**config.mk**
```make
export PLATFORM = sky130hd
export DESIGN_NAME = noise_channel_lfsr_core
export DESIGN_NICKNAME = d
export VERILOG_FILES = /design/src/design/nc_pkg.sv /design/src/design/noise_channel_lfsr_core.sv /design/src/design/nc_lfsr.sv /design/src/design/nc_adv.sv
export SDC_FILE = /design/constraint.sdc
export NUM_CORES = 1
export LEC_CHECK = 0
export BUFFER_PORTS_ARGS = -buffer_cell sky130_fd_sc_hd__buf_4
export CORE_UTILIZATION = 57
export DETAILED_ROUTE_END_ITERATION = 10
export PLACE_DENSITY = 0.78
export SLEW_MARGIN = 20
export SYNTH_ARGS = -nofsm -noshare
export SYNTH_HDL_FRONTEND = slang
export SYNTH_HIERARCHICAL = 1
export SYNTH_SLANG_ARGS = --single-unit
```
**constraint.sdc**
```tcl
create_clock -name i_clk -period 3.55 [get_ports i_clk]
set_input_delay 0 -clock i_clk [delete_from_list [all_inputs] [get_ports i_clk]]
set_output_delay 0 -clock i_clk [all_outputs]
set_load 0.005 [all_outputs]
```
**src/design/nc_pkg.sv**
```systemverilog
package nc_pkg;

    localparam int LFSR_BITS_DEF = 15;
    localparam int CYCLES_W      = 14;
    localparam int PERIOD_W      = 22;
    localparam int COUNT_W       = 23;
    localparam int ACC_W         = COUNT_W + 1;
    localparam int LEN_W         = 7;
    localparam int NARROW_TAP    = 6;

    localparam logic [PERIOD_W-1:0] PERIOD_RESET = PERIOD_W'(8);
    localparam logic [COUNT_W-1:0]  TRIG_OFFSET  = COUNT_W'(8);
    localparam logic [LEN_W-1:0]    LEN_FULL     = LEN_W'(64);
    localparam logic [LEN_W-1:0]    LEN_FULL_M1  = LEN_W'(63);
    localparam logic [2:0]          STEP_ENV     = 3'd7;

    typedef enum logic [1:0] {
        FN_ADVANCE = 2'd0,
        FN_SEQ     = 2'd1,
        FN_WRITE   = 2'd2
    } t_func;

    typedef enum logic [1:0] {
        REG_LENGTH   = 2'd0,
        REG_ENVELOPE = 2'd1,
        REG_CLOCK    = 2'd2,
        REG_CONTROL  = 2'd3
    } t_reg;

    typedef enum logic [1:0] {
        ST_IDLE,
        ST_ADV,
        ST_REPORT
    } t_state;

    typedef enum logic [1:0] {
        PH_IDLE,
        PH_SUB,
        PH_LOOP
    } t_adv_phase;

    typedef struct packed {
        logic shift;
        logic fill;
    } t_lfsr_cmd;

    typedef struct packed {
        logic start;
        logic load;
    } t_adv_ctl;

    typedef struct packed {
        logic busy;
        logic shift;
        logic done;
    } t_adv_sts;

    function automatic logic [6:0] nc_divisor(input logic [2:0] code);
        logic [6:0] r;
        unique case (code)
            3'd0: r = 7'd8;
            3'd1: r = 7'd16;
            3'd2: r = 7'd32;
            3'd3: r = 7'd48;
            3'd4: r = 7'd64;
            3'd5: r = 7'd80;
            3'd6: r = 7'd96;
            3'd7: r = 7'd112;
        endcase
        return r;
    endfunction

endpackage

```
**src/design/noise_channel_lfsr_core.sv**
```systemverilog
// noise sound channel: 15-bit lfsr noise source, frequency countdown,
// length counter and volume envelope
// input channel i_s_axis_*: one item per command; tuser holds the command
// kind (advance cycles, frame sequencer step, register write), tdata holds
// the register select, the write byte and the cycle count
// output channel o_m_axis_*: exactly one result item per input item, giving
// the enable flag, envelope volume, amplitude and noise bit after the command
// sequencing: a non-advance item goes from the accepting edge to the report
// state; an advance item that runs the countdown (channel enabled, nonzero
// count) first passes the countdown engine's subtract step and its loop, which
// makes one lfsr shift per expired frequency period (up to about 2048 shifts),
// since the countdown adder handles one period per cycle; the report state
// loads the result register and the input is ready again from that edge, so
// a new item is only accepted once the previous result is registered
// reset puts all channel state to its power-up values (lfsr all ones,
// channel enabled, period 8); no result is pending after reset
// when the receiver stalls, the finished item waits in the output register
// and the next item is still accepted and worked on; its result then waits
// until the output register is free
module noise_channel_lfsr_core #(
    parameter int LFSR_BITS = nc_pkg::LFSR_BITS_DEF
) (
    input  logic        i_clk,
    input  logic        i_rst_n,
    input  logic        i_s_axis_tvalid,
    output logic        o_s_axis_tready,
    // [1:0] reg_select, [9:2] write_data, [23:10] cycles
    input  logic [23:0] i_s_axis_tdata,
    // [1:0] func
    input  logic [1:0]  i_s_axis_tuser,
    output logic        o_m_axis_tvalid,
    input  logic        i_m_axis_tready,
    // [0] channel_on, [4:1] envelope_level, [8:5] amplitude, [9] noise_bit
    output logic [15:0] o_m_axis_tdata
);

    nc_pkg::t_state                  r_state;
    nc_pkg::t_state                  n_state;

    logic [nc_pkg::PERIOD_W-1:0]     r_period;
    logic [nc_pkg::PERIOD_W-1:0]     n_period;
    logic                            r_narrow;
    logic                            n_narrow;
    logic [nc_pkg::LEN_W-1:0]        r_len;
    logic [nc_pkg::LEN_W-1:0]        n_len;
    logic [3:0]                      r_env_vol;
    logic [3:0]                      n_env_vol;
    logic [2:0]                      r_env_cnt;
    logic [2:0]                      n_env_cnt;
    logic [7:0]                      r_env_set;
    logic [7:0]                      n_env_set;
    logic                            r_cen;
    logic                            n_cen;
    logic                            r_enabled;
    logic                            n_enabled;
    logic [2:0]                      r_step;
    logic [2:0]                      n_step;

    logic                            r_out_valid;
    logic                            n_out_valid;
    logic [15:0]                     r_out_data;
    logic [15:0]                     n_out_data;

    logic                            accept;
    logic                            adv_go;
    nc_pkg::t_func                   func;
    nc_pkg::t_reg                    sel;
    logic [7:0]                      wdata;
    logic [nc_pkg::CYCLES_W-1:0]     cycles;

    nc_pkg::t_lfsr_cmd               lfsr_cmd;
    nc_pkg::t_adv_ctl                adv_ctl;
    nc_pkg::t_adv_sts                adv_sts;
    logic                            noise_bit;
    logic [3:0]                      amp;

    assign func   = nc_pkg::t_func'(i_s_axis_tuser);
    assign sel    = nc_pkg::t_reg'(i_s_axis_tdata[1:0]);
    assign wdata  = i_s_axis_tdata[9:2];
    assign cycles = i_s_axis_tdata[23:10];
    assign accept = i_s_axis_tvalid && o_s_axis_tready;
    assign adv_go = accept && (func == nc_pkg::FN_ADVANCE) && r_enabled
                    && (cycles != '0);

    nc_lfsr #(
        .LFSR_BITS (LFSR_BITS)
    ) u_lfsr (
        .i_clk       (i_clk),
        .i_rst_n     (i_rst_n),
        .i_cmd       (lfsr_cmd),
        .i_narrow    (r_narrow),
        .o_noise_bit (noise_bit)
    );

    nc_adv u_adv (
        .i_clk    (i_clk),
        .i_rst_n  (i_rst_n),
        .i_ctl    (adv_ctl),
        .i_cycles (cycles),
        .i_period (r_period),
        .o_sts    (adv_sts)
    );

    // command decode and channel register updates
    always_comb begin
        logic even;
        logic [3:0] v;
        n_period       = r_period;
        n_narrow       = r_narrow;
        n_len          = r_len;
        n_env_vol      = r_env_vol;
        n_env_cnt      = r_env_cnt;
        n_env_set      = r_env_set;
        n_cen          = r_cen;
        n_enabled      = r_enabled;
        n_step         = r_step;
        lfsr_cmd.fill  = 1'b0;
        lfsr_cmd.shift = adv_sts.shift;
        adv_ctl.start  = adv_go;
        adv_ctl.load   = 1'b0;
        even           = ~r_step[0];
        v              = r_env_vol;
        if (accept) begin
            unique case (func)
                nc_pkg::FN_SEQ: begin
                    n_step = r_step + 3'd1;
                    if (!n_step[0] && r_cen && (r_len != '0)) begin
                        n_len = r_len - nc_pkg::LEN_W'(1);
                        if (n_len == '0) begin
                            n_enabled = 1'b0;
                        end
                    end
                    if (n_step == nc_pkg::STEP_ENV) begin
                        n_env_cnt = r_env_cnt - 3'd1;
                        if ((n_env_cnt == 3'd0) && (r_env_set[2:0] != 3'd0)) begin
                            if (r_env_set[3] && (r_env_vol != 4'hF)) begin
                                n_env_vol = r_env_vol + 4'd1;
                            end else if (!r_env_set[3] && (r_env_vol != 4'h0)) begin
                                n_env_vol = r_env_vol - 4'd1;
                            end
                            n_env_cnt = r_env_set[2:0];
                        end
                    end
                end
                nc_pkg::FN_WRITE: begin
                    unique case (sel)
                        nc_pkg::REG_LENGTH: begin
                            n_len = nc_pkg::LEN_FULL - nc_pkg::LEN_W'(wdata[5:0]);
                        end
                        nc_pkg::REG_ENVELOPE: begin
                            // volume quirk: adjusted modulo 16 from old and new setting
                            if (wdata[7:3] == 5'd0) begin
                                n_enabled = 1'b0;
                            end
                            if (wdata[3] && (r_env_set[2:0] == 3'd0)) begin
                                v = v + 4'd1;
                            end
                            if (r_env_set[3] ^ wdata[3]) begin
                                if (wdata[3] && (r_env_set[2:0] != 3'd0)) begin
                                    v = v + 4'd2;
                                end
                                v = 4'd0 - v;
                            end
                            if (!wdata[3] && (r_env_set[2:0] == 3'd0)
                                && (wdata[2:0] != 3'd0)) begin
                                v = v - 4'd1;
                            end
                            n_env_vol = v;
                            if ((r_env_set[2:0] == 3'd0) != (wdata[2:0] == 3'd0)) begin
                                n_env_cnt = wdata[2:0];
                            end
                            n_env_set = wdata;
                        end
                        nc_pkg::REG_CLOCK: begin
                            n_period = nc_pkg::PERIOD_W'(nc_pkg::nc_divisor(wdata[2:0]))
                                       << wdata[7:4];
                            n_narrow = wdata[3];
                        end
                        nc_pkg::REG_CONTROL: begin
                            // extra length clock when the counter gets enabled
                            if (wdata[6] && !r_cen && even && (r_len != '0)) begin
                                n_len = r_len - nc_pkg::LEN_W'(1);
                                if (n_len == '0) begin
                                    n_enabled = 1'b0;
                                end
                            end
                            if (wdata[7]) begin
                                n_env_vol     = r_env_set[7:4];
                                n_env_cnt     = r_env_set[2:0];
                                adv_ctl.load  = 1'b1;
                                lfsr_cmd.fill = 1'b1;
                                if (n_len == '0) begin
                                    n_len = (wdata[6] && even) ? nc_pkg::LEN_FULL_M1
                                                                : nc_pkg::LEN_FULL;
                                end
                                if (r_env_set[7:3] != 5'd0) begin
                                    n_enabled = 1'b1;
                                end
                            end
                            n_cen = wdata[6];
                        end
                        default: begin
                        end
                    endcase
                end
                default: begin
                end
            endcase
        end
    end

    assign amp = (r_enabled && noise_bit) ? r_env_vol : 4'd0;

    // item sequencing and output register
    always_comb begin
        n_state         = r_state;
        n_out_valid     = r_out_valid;
        n_out_data      = r_out_data;
        o_s_axis_tready = (r_state == nc_pkg::ST_IDLE);
        if (r_out_valid && i_m_axis_tready) begin
            n_out_valid = 1'b0;
        end
        unique case (r_state)
            nc_pkg::ST_IDLE: begin
                if (adv_go) begin
                    n_state = nc_pkg::ST_ADV;
                end else if (accept) begin
                    n_state = nc_pkg::ST_REPORT;
                end
            end
            nc_pkg::ST_ADV: begin
                if (adv_sts.done) begin
                    n_state = nc_pkg::ST_REPORT;
                end
            end
            nc_pkg::ST_REPORT: begin
                if (!r_out_valid || i_m_axis_tready) begin
                    n_out_valid = 1'b1;
                    n_out_data  = {6'd0, noise_bit, amp, r_env_vol, r_enabled};
                    n_state     = nc_pkg::ST_IDLE;
                end
            end
            default: begin
                n_state = nc_pkg::ST_IDLE;
            end
        endcase
    end

    always_ff @(posedge i_clk) begin
        if (!i_rst_n) begin
            r_state <= nc_pkg::ST_IDLE;
        end else begin
            r_state <= n_state;
        end
    end

    always_ff @(posedge i_clk) begin
        if (!i_rst_n) begin
            r_period    <= nc_pkg::PERIOD_RESET;
            r_narrow    <= 1'b0;
            r_len       <= '0;
            r_env_vol   <= '0;
            r_env_cnt   <= '0;
            r_env_set   <= '0;
            r_cen       <= 1'b0;
            r_enabled   <= 1'b1;
            r_step      <= '0;
            r_out_valid <= 1'b0;
        end else begin
            r_period    <= n_period;
            r_narrow    <= n_narrow;
            r_len       <= n_len;
            r_env_vol   <= n_env_vol;
            r_env_cnt   <= n_env_cnt;
            r_env_set   <= n_env_set;
            r_cen       <= n_cen;
            r_enabled   <= n_enabled;
            r_step      <= n_step;
            r_out_valid <= n_out_valid;
        end
    end

    always_ff @(posedge i_clk) begin
        r_out_data <= n_out_data;
    end

    assign o_m_axis_tvalid = r_out_valid;
    assign o_m_axis_tdata  = r_out_data;

    a_ready_not_busy: assert property (@(posedge i_clk) disable iff (!i_rst_n)
        o_s_axis_tready |-> !adv_sts.busy)
        else $error("input ready while countdown engine busy");

    a_shift_in_adv: assert property (@(posedge i_clk) disable iff (!i_rst_n)
        adv_sts.shift |-> (r_state == nc_pkg::ST_ADV))
        else $error("lfsr shift outside an advance item");

    a_adv_start: assert property (@(posedge i_clk) disable iff (!i_rst_n)
        adv_go |=> (r_state == nc_pkg::ST_ADV) && adv_sts.busy)
        else $error("advance item did not start the countdown engine");

    a_report_loads: assert property (@(posedge i_clk) disable iff (!i_rst_n)
        ((r_state == nc_pkg::ST_REPORT) && (!r_out_valid || i_m_axis_tready))
        |=> o_m_axis_tvalid && (r_state == nc_pkg::ST_IDLE))
        else $error("finished item not registered at the output");

endmodule

```
**src/design/nc_lfsr.sv**
```systemverilog
module nc_lfsr #(
    parameter int LFSR_BITS = nc_pkg::LFSR_BITS_DEF
) (
    input  logic              i_clk,
    input  logic              i_rst_n,
    input  nc_pkg::t_lfsr_cmd i_cmd,
    input  logic              i_narrow,
    output logic              o_noise_bit
);

    logic [LFSR_BITS-1:0] r_sr;
    logic [LFSR_BITS-1:0] n_sr;
    logic                 r_out_high;
    logic                 n_out_high;
    logic                 fb;

    always_comb begin
        fb         = r_sr[0] ^ r_sr[1];
        n_sr       = r_sr;
        n_out_high = r_out_high;
        if (i_cmd.fill) begin
            n_sr = '1;
        end else if (i_cmd.shift) begin
            n_sr = {fb, r_sr[LFSR_BITS-1:1]};
            if (i_narrow) begin
                n_sr[nc_pkg::NARROW_TAP] = fb;
            end
            n_out_high = ~n_sr[0];
        end
    end

    always_ff @(posedge i_clk) begin
        if (!i_rst_n) begin
            r_sr       <= '1;
            r_out_high <= 1'b0;
        end else begin
            r_sr       <= n_sr;
            r_out_high <= n_out_high;
        end
    end

    assign o_noise_bit = r_out_high;

endmodule

```
**src/design/nc_adv.sv**
```systemverilog
module nc_adv (
    input  logic                          i_clk,
    input  logic                          i_rst_n,
    input  nc_pkg::t_adv_ctl              i_ctl,
    input  logic [nc_pkg::CYCLES_W-1:0]   i_cycles,
    input  logic [nc_pkg::PERIOD_W-1:0]   i_period,
    output nc_pkg::t_adv_sts              o_sts
);

    nc_pkg::t_adv_phase              r_phase;
    nc_pkg::t_adv_phase              n_phase;
    logic [nc_pkg::COUNT_W-1:0]      r_cnt;
    logic [nc_pkg::COUNT_W-1:0]      n_cnt;
    logic [nc_pkg::ACC_W-1:0]        r_acc;
    logic [nc_pkg::ACC_W-1:0]        n_acc;
    logic [nc_pkg::CYCLES_W-1:0]     r_cyc;
    logic [nc_pkg::CYCLES_W-1:0]     n_cyc;
    logic [nc_pkg::ACC_W-1:0]        addend;
    logic [nc_pkg::ACC_W-1:0]        sum;
    logic                            acc_le_zero;

    // one shared adder: subtract the elapsed count, then add periods back
    always_comb begin
        if (r_phase == nc_pkg::PH_SUB) begin
            addend = nc_pkg::ACC_W'(0) - nc_pkg::ACC_W'(r_cyc);
        end else begin
            addend = nc_pkg::ACC_W'(i_period);
        end
        sum         = r_acc + addend;
        acc_le_zero = r_acc[nc_pkg::ACC_W-1] || (r_acc == '0);
    end

    always_comb begin
        n_phase     = r_phase;
        n_cnt       = r_cnt;
        n_acc       = r_acc;
        n_cyc       = r_cyc;
        o_sts.busy  = (r_phase != nc_pkg::PH_IDLE);
        o_sts.shift = 1'b0;
        o_sts.done  = 1'b0;
        unique case (r_phase)
            nc_pkg::PH_IDLE: begin
                if (i_ctl.start) begin
                    n_acc   = {1'b0, r_cnt};
                    n_cyc   = i_cycles;
                    n_phase = nc_pkg::PH_SUB;
                end
                if (i_ctl.load) begin
                    n_cnt = nc_pkg::COUNT_W'(i_period >> 1) + nc_pkg::TRIG_OFFSET;
                end
            end
            nc_pkg::PH_SUB: begin
                n_acc   = sum;
                n_phase = nc_pkg::PH_LOOP;
            end
            nc_pkg::PH_LOOP: begin
                if (acc_le_zero) begin
                    n_acc       = sum;
                    o_sts.shift = 1'b1;
                end else begin
                    n_cnt      = r_acc[nc_pkg::COUNT_W-1:0];
                    o_sts.done = 1'b1;
                    n_phase    = nc_pkg::PH_IDLE;
                end
            end
            default: begin
                n_phase = nc_pkg::PH_IDLE;
            end
        endcase
    end

    always_ff @(posedge i_clk) begin
        if (!i_rst_n) begin
            r_phase <= nc_pkg::PH_IDLE;
            r_cnt   <= '0;
        end else begin
            r_phase <= n_phase;
            r_cnt   <= n_cnt;
        end
    end

    always_ff @(posedge i_clk) begin
        r_acc <= n_acc;
        r_cyc <= n_cyc;
    end

endmodule

```
==> results of run 1 <==
[worst reg2reg max path, stage by stage, from the launching register on]
cell and delay [ns]:
edfxtp_1 0.42, or3_4 0.39, or4_4 0.55, nor4_4 0.31, xnor2_1 0.13, mux2_4 0.30, ha_4 0.23, a22o_1 0.23
nor4_4 0.27, a21o_1 0.30, buf_6 0.14, xor2_2 0.13, a21oi_1 0.08
[synthesized netlist by cell type (11+ instances only)]
master	n	area share (%)
nand2_1	97	3.8
and3_1	11	0.72
dfxtp_1	91	19
nand3_1	41	2.1
a211oi_1	15	1.2
inv_1	63	2.5
xor2_1	17	1.6
mux2_2	24	2.8
a21oi_1	84	4.4
ha_1	53	6.9
nor3_1	38	2.0
nor4_1	16	1.0
edfxtp_1	48	15
a21o_1	14	1.1
clkbuf_1	55	2.2
nand4_1	14	0.91
nor2_1	95	3.7
a31oi_1	11	0.72
nor2b_1	11	0.72
o21ai_0	54	2.8
xnor2_1	44	4.0
mux2i_1	46	4.8
[repair_timing]
item,4_1_cts,5_1_grt
gates cloned,1,0
endpoints found under the setup margin,14,14
endpoints found under the hold margin,42,0
gates resized for setup,56,42
pin swaps,30,18
setup buffers,5,7
hold buffers,23,0
[through the flow]
stage	hold slack (ns)	instance area (sq um)	power, mW	setup TNS, ns
floorplan	0.0989	9670	2.32	-0.349
global placement	0.189	10400	2.55	-0.934
global route	0.0618	11800	4.56	-2.78
finish	0.0275	11800	4.38	-1.57
CTS	0.00764	11600	4.34	-0.246
detailed placement	0.190	10400	2.57	-2.61
[worst max-delay path by stage]
stage                                        start                            end  slack [ns]  depth (start not counted)
after floorplan           u_adv/r_cyc[0]$_DFFE_PP_  u_adv/r_acc[23]$_SDFFCE_PP0P_       -0.10                         15
after global placement    u_adv/r_cyc[0]$_DFFE_PP_  u_adv/r_acc[23]$_SDFFCE_PP0P_       -0.13                         14
after detailed placement  u_adv/r_cyc[0]$_DFFE_PP_      u_adv/r_acc[20]$_DFFE_PP_       -0.28                         15
after CTS                 u_adv/r_cyc[0]$_DFFE_PP_      u_adv/r_acc[16]$_DFFE_PP_       -0.06                         14
after global routing      u_adv/r_cyc[2]$_DFFE_PP_  u_adv/r_acc[23]$_SDFFCE_PP0P_       -0.31                         13
final                     u_adv/r_cyc[2]$_DFFE_PP_      u_adv/r_acc[12]$_DFFE_PP_       -0.21                         12
[cell type report]
| class | instances | area (sq um) | share of cell area, % |
|---|---|---|---|
| Multi-Input combinational cell | 858 | 6280 | 53.2 |
| Sequential cell | 139 | 3260 | 27.6 |
| Timing Repair Buffer | 148 | 1180 | 10.0 |
| Inverter | 64 | 240 | 2.03 |
| Tap cell | 220 | 275 | 2.33 |
| Clock inverter | 15 | 148 | 1.25 |
| Clock buffer | 17 | 425 | 3.60 |
[layer usage]
layer	routed length (um)	vias to the layer above	track usage, %
met5	8	-	0
met4	971	2	11.8
met3	1680	86	5.32
met2	13300	383	53.4
met1	11300	4332	39.0
li1	-	4297	-
[state kept, by name (all words and copies together) (netlist names), 2 cells and up]
register        flops
u_lfsr/r_sr        15
r_env_vol           4
u_adv/r_cyc        14
r_period           19
u_adv/r_acc        24
r_state             2
r_len               7
u_adv/r_cnt        23
r_env_set           8
r_env_cnt           3
u_adv/r_phase       2
r_step              3
o_m_axis_tdata     10
[cell families after synthesis]
group | after synthesis | synth area share (%)
AND/OR/NAND/NOR | 377 | 19.5
AO/OA/AOI/OAI | 285 | 19.9
flip-flops | 139 | 34.0
buffers and inverters | 138 | 6.16
multiplexers | 70 | 7.62
XOR/XNOR | 61 | 5.57
adder cells (fa/ha/maj) | 54 | 7.13
other | 1 | 0.0391
[power groups by stage]
stage / clock network (mW) / logic [mW] / registers, mW
floorplan: 0 / 0.550 / 1.77
global placement: 0 / 0.760 / 1.79
CTS: 1.73 / 0.847 / 1.76
global route: 1.80 / 0.985 / 1.77
finish: 1.71 / 0.908 / 1.77
detailed placement: 0 / 0.774 / 1.79
==> results.ini, run 1 <==
[status]
status = finished with violations
violations = negative setup slack

[synthesis]
synth-seq-area-share_pct = 34.0
synth_edf_count = 48
synth.distinct_cells = 80
ys_async_sr_fraction_pct = 0
ys_seq_elements = 139
dominantRegCellSynth = dfxtp_1
syn_area_sq_mm = 0.00959
synth_cells = 1125
synth_area_per_cell_sq_um = 8.52
yosysWarnings = 6

[worst_hold_path]
hp-class = input pin to register
min_to = r_env_set[0]$_SDFFE_PN0P_
hold_path_startpoint = i_s_axis_tdata[2]
whs_path_depth = 5

[final_layout]
nets = 1312
area_growth_pct = 23.2
layout_commonest_cell = buf_4
post-route-util_pct = 71.5
final_cell_mix = 120 x buf_4, 94 x nor2_1, 93 x nand2_1
fillers = 1215
antenna_cells = 0
fin_cells = 1461
drive_gt1_share_pct = 21.8

[sta]
slew_violations = 0
clock_skew_ns = 0.0129
slew_headroom_pct = 40.1
worst_pin_slew_ns = 0.896
fmax_ghz = 0.266
finalSetupViolCount = 14
fin_crit_sh_pct = 106
worst_slack_ns = -0.208
rsz0062_at_grt = true
final_hold_viol_count = 0
post-route-min-period_ns = 3.76

[drt]
viasPerCell = 6.23
drt-initial-drc-count = 789
drc = 0
final_antenna_net_count = 0
vias = 9100
wl_per_cell_um = 18.7
firstDrtPassIters = 5
routed_wirelength_um = 27300

[pwr]
switching_share_pct = 30.8
combPwrFrac_pct = 20.7
clkPwrFrac_pct = 39.0
p_int_mw = 3.03
pwr_density_cell_mw_per_mm2 = 371
power.switching_mw = 1.35
cellLeakagePower_nw = 4.53
power_frac_seq_pct = 40.3
ir_drop_v = 0.000374

[global_route]
grt_pass1_wl_um = 43200
track_usage_pct = 31.1
grt_max_degree = 30
antenna_found_initial = 1
grt_pass1_vias = 8575
grt_overflow_total = 0

[clocking]
cts_root_buf = clkbuf_16
ctsHtreeMaxLevel = 4
insertion_delay_ns = 0.44
clock-sinks = 139
clk_pin_slew_ns = 0.07
tritoncts = built
cts_buffers = 17
clockBufferDepth = 2

[placement]
io_buffers = 41
placed_cells = 1394
hpwl_um = 18100
dp_slack_ns = -0.276
place.gp.congestion = 0.938

[worst_setup_path]
worstSetupPathType = register to register
cpMostUsedCell = nor4_4
cp-start-kind = register
r2r-start = u_adv/r_cyc[2]$_DFFE_PP_
required_ns = 3.72
worstReg2RegEnd = u_adv/r_acc[12]$_DFFE_PP_
critPathMaxStageDelay_ns = 0.55
slowest_stage = or4_4
rrSetupSlack_ns = -0.21
crit_buf_inv = 1
critPathMaxFanout = 5
r2r_cells = 12
crit_arrival_ns = 3.92
crit_path_end_kind = register
crit_family = simple AND/OR/NAND/NOR gates
crit_path_cell_trace = or3_4, or4_4, nor4_4, xnor2_1, mux2_4, ha_4, a22o_1, nor4_4, a21o_1, buf_6, xor2_2, a21oi_1

[floorplanning]
io_pins = 48
die_w_um = 132
die_area_sq_mm = 0.0173
coreArea_sq_mm = 0.0165
fp.dieH_um = 132
initial_core_util_pct = 58.0
fp-row-count = 47

[job]
cap_violations = 0

No activity file was read; power rests on OpenSTA's default activity.
==> run 2: changes to the inputs <==
--- a/config.mk
+++ b/config.mk
@@ -5,8 +5,10 @@
 export SDC_FILE = /design/constraint.sdc
 export NUM_CORES = 1
 export LEC_CHECK = 0
+export ABC_AREA = 1
 export BUFFER_PORTS_ARGS = -buffer_cell sky130_fd_sc_hd__buf_4
 export CORE_UTILIZATION = 57
+export CTS_CLUSTER_DIAMETER = 200
 export DETAILED_ROUTE_END_ITERATION = 10
 export PLACE_DENSITY = 0.78
 export SLEW_MARGIN = 20
==> results.ini, run 2 <==
[final_layout]
post-route-util_pct = 65.2
nets = 1667
layout_commonest_cell = nand2_1
largest_register_ffs = 24
fillers = 1556
final_cell_mix = 473 x nand2_1, 203 x inv_1, 152 x nor2_1
drive_gt1_share_pct = 7.71
area_growth_pct = 12.3
antenna_cells = 0
largest_registers = u_adv/r_acc x24, u_adv/r_cnt x23, r_period x19
final_area_sq_mm = 0.0112
max_flop_register = u_adv/r_acc
fin_cells = 1821

[floorplanning]
io_pins = 48
fp-row-count = 48
die_w_um = 134
fp.dieH_um = 134
die_area_sq_mm = 0.0181
coreArea_sq_mm = 0.0172
initial_core_util_pct = 58.0

[drt]
final_antenna_net_count = 0
wl_per_cell_um = 14.9
viasPerCell = 5.46
drc = 0
vias = 9944
drt-initial-drc-count = 888
routed_wirelength_um = 27100
firstDrtPassIters = 6

[sta]
slew_headroom_pct = 27.7
timing.setup.tns_ns = 0
clock_skew_ns = 0.0124
fin_crit_sh_pct = 87.1
worst_slack_ns = 0.458
finalSetupViolCount = 0
fmax_ghz = 0.323
rsz0062_at_grt = false
slew_violations = 0
post-route-min-period_ns = 3.09
fin_hold_ws_ns = 0.0164
worst_pin_slew_ns = 1.08
final_hold_viol_count = 0

[clocking]
cts_root_buf = clkbuf_16
tritoncts = built
clk_pin_slew_ns = 0.06
clock-sinks = 139
ctsHtreeMaxLevel = 4
cts_resized = 0
cts_hold_buffers = 22
cts_buffers = 17
insertion_delay_ns = 0.42
cts_setup_buffers = 0
clockBufferDepth = 2

[synthesis]
synth_edf_count = 48
synth_common_cells = 473 x nand2_1, 203 x inv_1, 152 x nor2_1
dominantRegCellSynth = dfxtp_1
synth.most_common_cell = nand2_1
yosysWarnings = 6
synth.distinct_cells = 55
synth-seq-area-share_pct = 32.6
ys_async_sr_fraction_pct = 0
synth_top_cell_area_share_pct = 18.2
synth_area_leaders = dfxtp_1 18%, nand2_1 18%, edfxtp_1 14%
ys_seq_elements = 139
synth_top_area_cell = dfxtp_1
syn_area_sq_mm = 0.0100
synth_area_per_cell_sq_um = 6.54
synth_cells = 1530

[global_route]
antenna_found_initial = 0
grt_overflow_total = 0
grt_pass1_wl_um = 44500
grt_pass1_vias = 9206
track_usage_pct = 31.2
grt_max_degree = 48

[worst_setup_path]
slowest_stage = edfxtp_1
crit_path_cell_trace = inv_1, ha_1, nand3_1, nor2_1, nand2_1, o21ai_0, nand3_1, o21ai_0, ha_1, nand2_1, inv_1, a21oi_1, nand2_1, nand2_1, nand4_1, nand3_1, nand2_1
crit_arrival_ns = 3.27
critPathMaxFanout = 5
cp-start-kind = register
crit_path_end_kind = register
required_ns = 3.72
critPathMaxStageDelay_ns = 0.42
cpMostUsedCell = nand2_1
worstSetupPathType = register to register

[placement]
place.gp.congestion = 0.981
io_buffers = 41
hpwl_um = 20100
dp_slack_ns = 0.566
place_area_sq_mm = 0.0104
placed_cells = 1767

[job]
cap_violations = 0

[pwr]
pwr_density_cell_mw_per_mm2 = 389
total_power_mw = 4.37
cellLeakagePower_nw = 5.24
ir_drop_v = 0.000366

[worst_hold_path]
hp-class = input pin to register

[status]
status = complete, no violations

-- run 2: area by class of cell --
cell class / count / area [sq um] / share of cell area, %
Clock buffer: 19 / 433 / 3.85
Clock inverter: 13 / 165 / 1.47
Inverter: 209 / 787 / 7.01
Multi-Input combinational cell: 1142 / 5690 / 50.7
Sequential cell: 139 / 3260 / 29.0
Tap cell: 225 / 282 / 2.51
Timing Repair Buffer: 74 / 611 / 5.44
-- run 2: per-layer routing --
metal  up-vias  share of wire (%)  track usage [%]
li1       5027                  -                -
met2       338                 48             53.7
met4         0                2.6             11.0
met3        61                6.2             5.44
met1      4518                 43             39.3
met5         -                  0                0
-- run 2: final timing paths --
| check | from | slack (ns) | cells past startpoint | endpoint |
|---|---|---|---|---|
| max | u_adv/r_cyc[0]$_DFFE_PP_ | 0.46 | 17 | u_adv/r_acc[20]$_DFFE_PP_ |
| min | i_s_axis_tdata[5] | 0.02 | 3 | r_narrow$_SDFFE_PN0P_ |
| max reg2reg | u_adv/r_cyc[0]$_DFFE_PP_ | 0.46 | 17 | u_adv/r_acc[20]$_DFFE_PP_ |
| min reg2reg | u_lfsr/r_sr[10]$_SDFFE_PP1P_ | 0.47 | 2 | u_lfsr/r_sr[9]$_SDFFE_PP1P_ |
-- run 2: report_power, final --
group	switching [mW]	internal [mW]	total (mW)
Combinational	0.496	0.277	0.773
Sequential	0.0535	1.72	1.77
Clock	0.714	1.11	1.83
Total	1.26	3.10	4.37
-- run 2: logic make-up (layout without fill, tap and decap cells) --
family	Yosys count	after routing	synth area share, %
flops	139	139	32.6
other cells	1	10	0.0375
compound gates	221	221	12.1
mux	4	4	0.413
buf+inv	258	315	10.8
simple gates	834	834	35.6
xor+xnor	19	19	1.66
fa+ha+maj	54	54	6.83
-- run 2: worst max-delay path, delay by kind of cell (launching register included) --
| family | cells | cell delay, ns |
|---|---|---|
| flops | 1 | 0.42 |
| fa+ha+maj | 2 | 0.53 |
| compound gates | 3 | 0.56 |
| simple gates | 10 | 1.17 |
| buf+inv | 2 | 0.17 |
==> run 3: changes to the inputs <==
--- a/config.mk
+++ b/config.mk
@@ -7,6 +7,7 @@
 export LEC_CHECK = 0
 export ABC_AREA = 1
 export BUFFER_PORTS_ARGS = -buffer_cell sky130_fd_sc_hd__buf_4
+export CORE_ASPECT_RATIO = 0.75
 export CORE_UTILIZATION = 57
 export CTS_CLUSTER_DIAMETER = 200
 export DETAILED_ROUTE_END_ITERATION = 10
==> results.ini, run 3 (synthesized netlist as in run 2, its figures left out) <==
[pwr]
pwr_density_cell_mw_per_mm2 = 381
switching_share_pct = 30.2
cellLeakagePower_nw = 5.27
ir_drop_v = 0.000238
total_power_mw = 4.29
power_frac_seq_pct = 41.3
power.switching_mw = 1.30
combPwrFrac_pct = 18.7
clkPwrFrac_pct = 40.1
p_int_mw = 2.99

[sta]
finalSetupViolCount = 0
worst_pin_slew_ns = 1.05
fin_hold_ws_ns = 0.0702
fin_crit_sh_pct = 90.5
fmax_ghz = 0.311
timing.setup.tns_ns = 0
clock_skew_ns = 0.00794
rsz0062_at_grt = false
final_hold_viol_count = 0
slew_headroom_pct = 29.8
slew_violations = 0
post-route-min-period_ns = 3.21

[final_layout]
area_growth_pct = 12.7
fillers = 1463
post-route-util_pct = 66.4
multi_input_comb_area_sq_mm = 0.00569
layout_commonest_cell = nand2_1
nets = 1673
final_cell_mix = 473 x nand2_1, 203 x inv_1, 152 x nor2_1
drive_gt1_share_pct = 8.18
max_flop_register = u_adv/r_acc
ff_latch_area_sq_mm = 0.00326
final_area_sq_mm = 0.0113
largest_register_ffs = 24
largest_registers = u_adv/r_acc x24, u_adv/r_cnt x23, r_period x19
antenna_cells = 0

[global_route]
antenna_found_initial = 0
grt_pass1_vias = 8997
track_usage_pct = 33.1
grt_pass1_wl_um = 46600
grt_overflow_total = 0
grt_max_degree = 48

[floorplanning]
coreArea_sq_mm = 0.0170
fp-row-count = 41
fp.dieH_um = 117
die_area_sq_mm = 0.0181
initial_core_util_pct = 58.9
io_pins = 48
die_w_um = 155

[job]
cap_violations = 0

[worst_setup_path]
cp-start-kind = register
required_ns = 3.71
slowest_stage = edfxtp_1
cp-startpoint = u_adv/r_cyc[0]$_DFFE_PP_
cpMostUsedCell = inv_1
crit_path_cell_trace = inv_1, ha_1, nand3_1, nor2_1, nand4_1, xnor2_1, a21oi_1, ha_1, nand2_1, inv_1, a21oi_1, nand2_1, inv_1, nand3b_1, nand3_1, o21ai_0
crit_path_end_kind = register
crit_arrival_ns = 3.38
worstSetupPathType = register to register
critPathMaxFanout = 4
r2r-start = u_adv/r_cyc[0]$_DFFE_PP_
critPathMaxStageDelay_ns = 0.43

[clocking]
cts_resized = 0
cts_buffers = 17
clock-sinks = 139
cts_root_buf = clkbuf_16
cts_hold_buffers = 23
ctsHtreeMaxLevel = 4
tritoncts = built
insertion_delay_ns = 0.42
cts_setup_buffers = 0
clk_pin_slew_ns = 0.06
clockBufferDepth = 2

[placement]
place.gp.congestion = 0.973
hpwl_um = 21200
place_area_sq_mm = 0.0105
io_buffers = 41

[drt]
viasPerCell = 5.57
vias = 10200
wl_per_cell_um = 15.9
routed_wirelength_um = 29300
firstDrtPassIters = 5
drt-initial-drc-count = 1155
final_antenna_net_count = 0
drc = 0

[status]
status = complete, no violations

[worst_hold_path]
hp-class = input pin to register
hold_path_startpoint = i_rst_n

-- run 3: changes by cell type in the layout (fill, tap and decap cells not counted), moves of 2 or more --
| cell | before | now |
|---|---|---|
| buf_4 | 52 | 57 |
| bufinv_16 | 3 | 0 |
| clkbuf_8 | 0 | 3 |
| clkinv_4 | 1 | 4 |
| inv_6 | 4 | 1 |
| clkbuf_1 | 2 | 0 |
| clkinv_2 | 1 | 3 |
-- run 3: stage by stage --
step / setup WS (ns) / cells
after CTS: 0.448 / 1838
after detailed placement: 0.455 / 1783
after global placement: 0.535 / 1783
final: 0.336 / 1838
after floorplan: 0.825 / 1539
after global routing: 0.0744 / 1838
-- run 3: worst paths after layout --
kind / endpoint / slack (ns) / depth (start not counted)
worst min-delay path: u_adv/r_cnt[17]$_SDFFE_PN0P_ / 0.07 / 3
worst min register to register: r_narrow$_SDFFE_PN0P_ / 0.46 / 2
worst max register to register: u_adv/r_acc[13]$_DFFE_PP_ / 0.34 / 16
worst max-delay path: u_adv/r_acc[13]$_DFFE_PP_ / 0.34 / 16
-- run 3: cell type report --
cell class,count,share of cell area [%]
clock buffers,21,4.36
clock inverters,11,0.755
inverters,209,6.98
multi-input cells,1142,50.5
flip-flops and latches,139,28.9
well taps,236,2.62
repair buffers,80,5.84
-- run 3: power groups by stage --
stage                     sequential (mW)  clock (mW)  combinational (mW)
after floorplan                      1.78           0               0.546
after global placement               1.80           0               0.739
after detailed placement             1.80           0               0.749
after CTS                            1.77        1.73               0.777
after global routing                 1.78        1.81               0.890
final                                1.77        1.72               0.801
-- run 3: metal layers --
metal	GRT usage, %	up-vias	share of wire [%]
met3	7.53	55	10
met2	48.6	504	41
met1	48.1	4627	47
li1	-	5058	-
met5	0	-	0
met4	9.83	0	1.9
-- run 3: worst max-delay path: cells and delay by family, from the launching register on --
family	cells	cell delay, ns
buffers and inverters	3	0.27
AO/OA/AOI/OAI	3	0.44
AND/OR/NAND/NOR	7	0.98
XOR/XNOR	1	0.31
flip-flops	1	0.43
adder cells (fa/ha/maj)	2	0.52
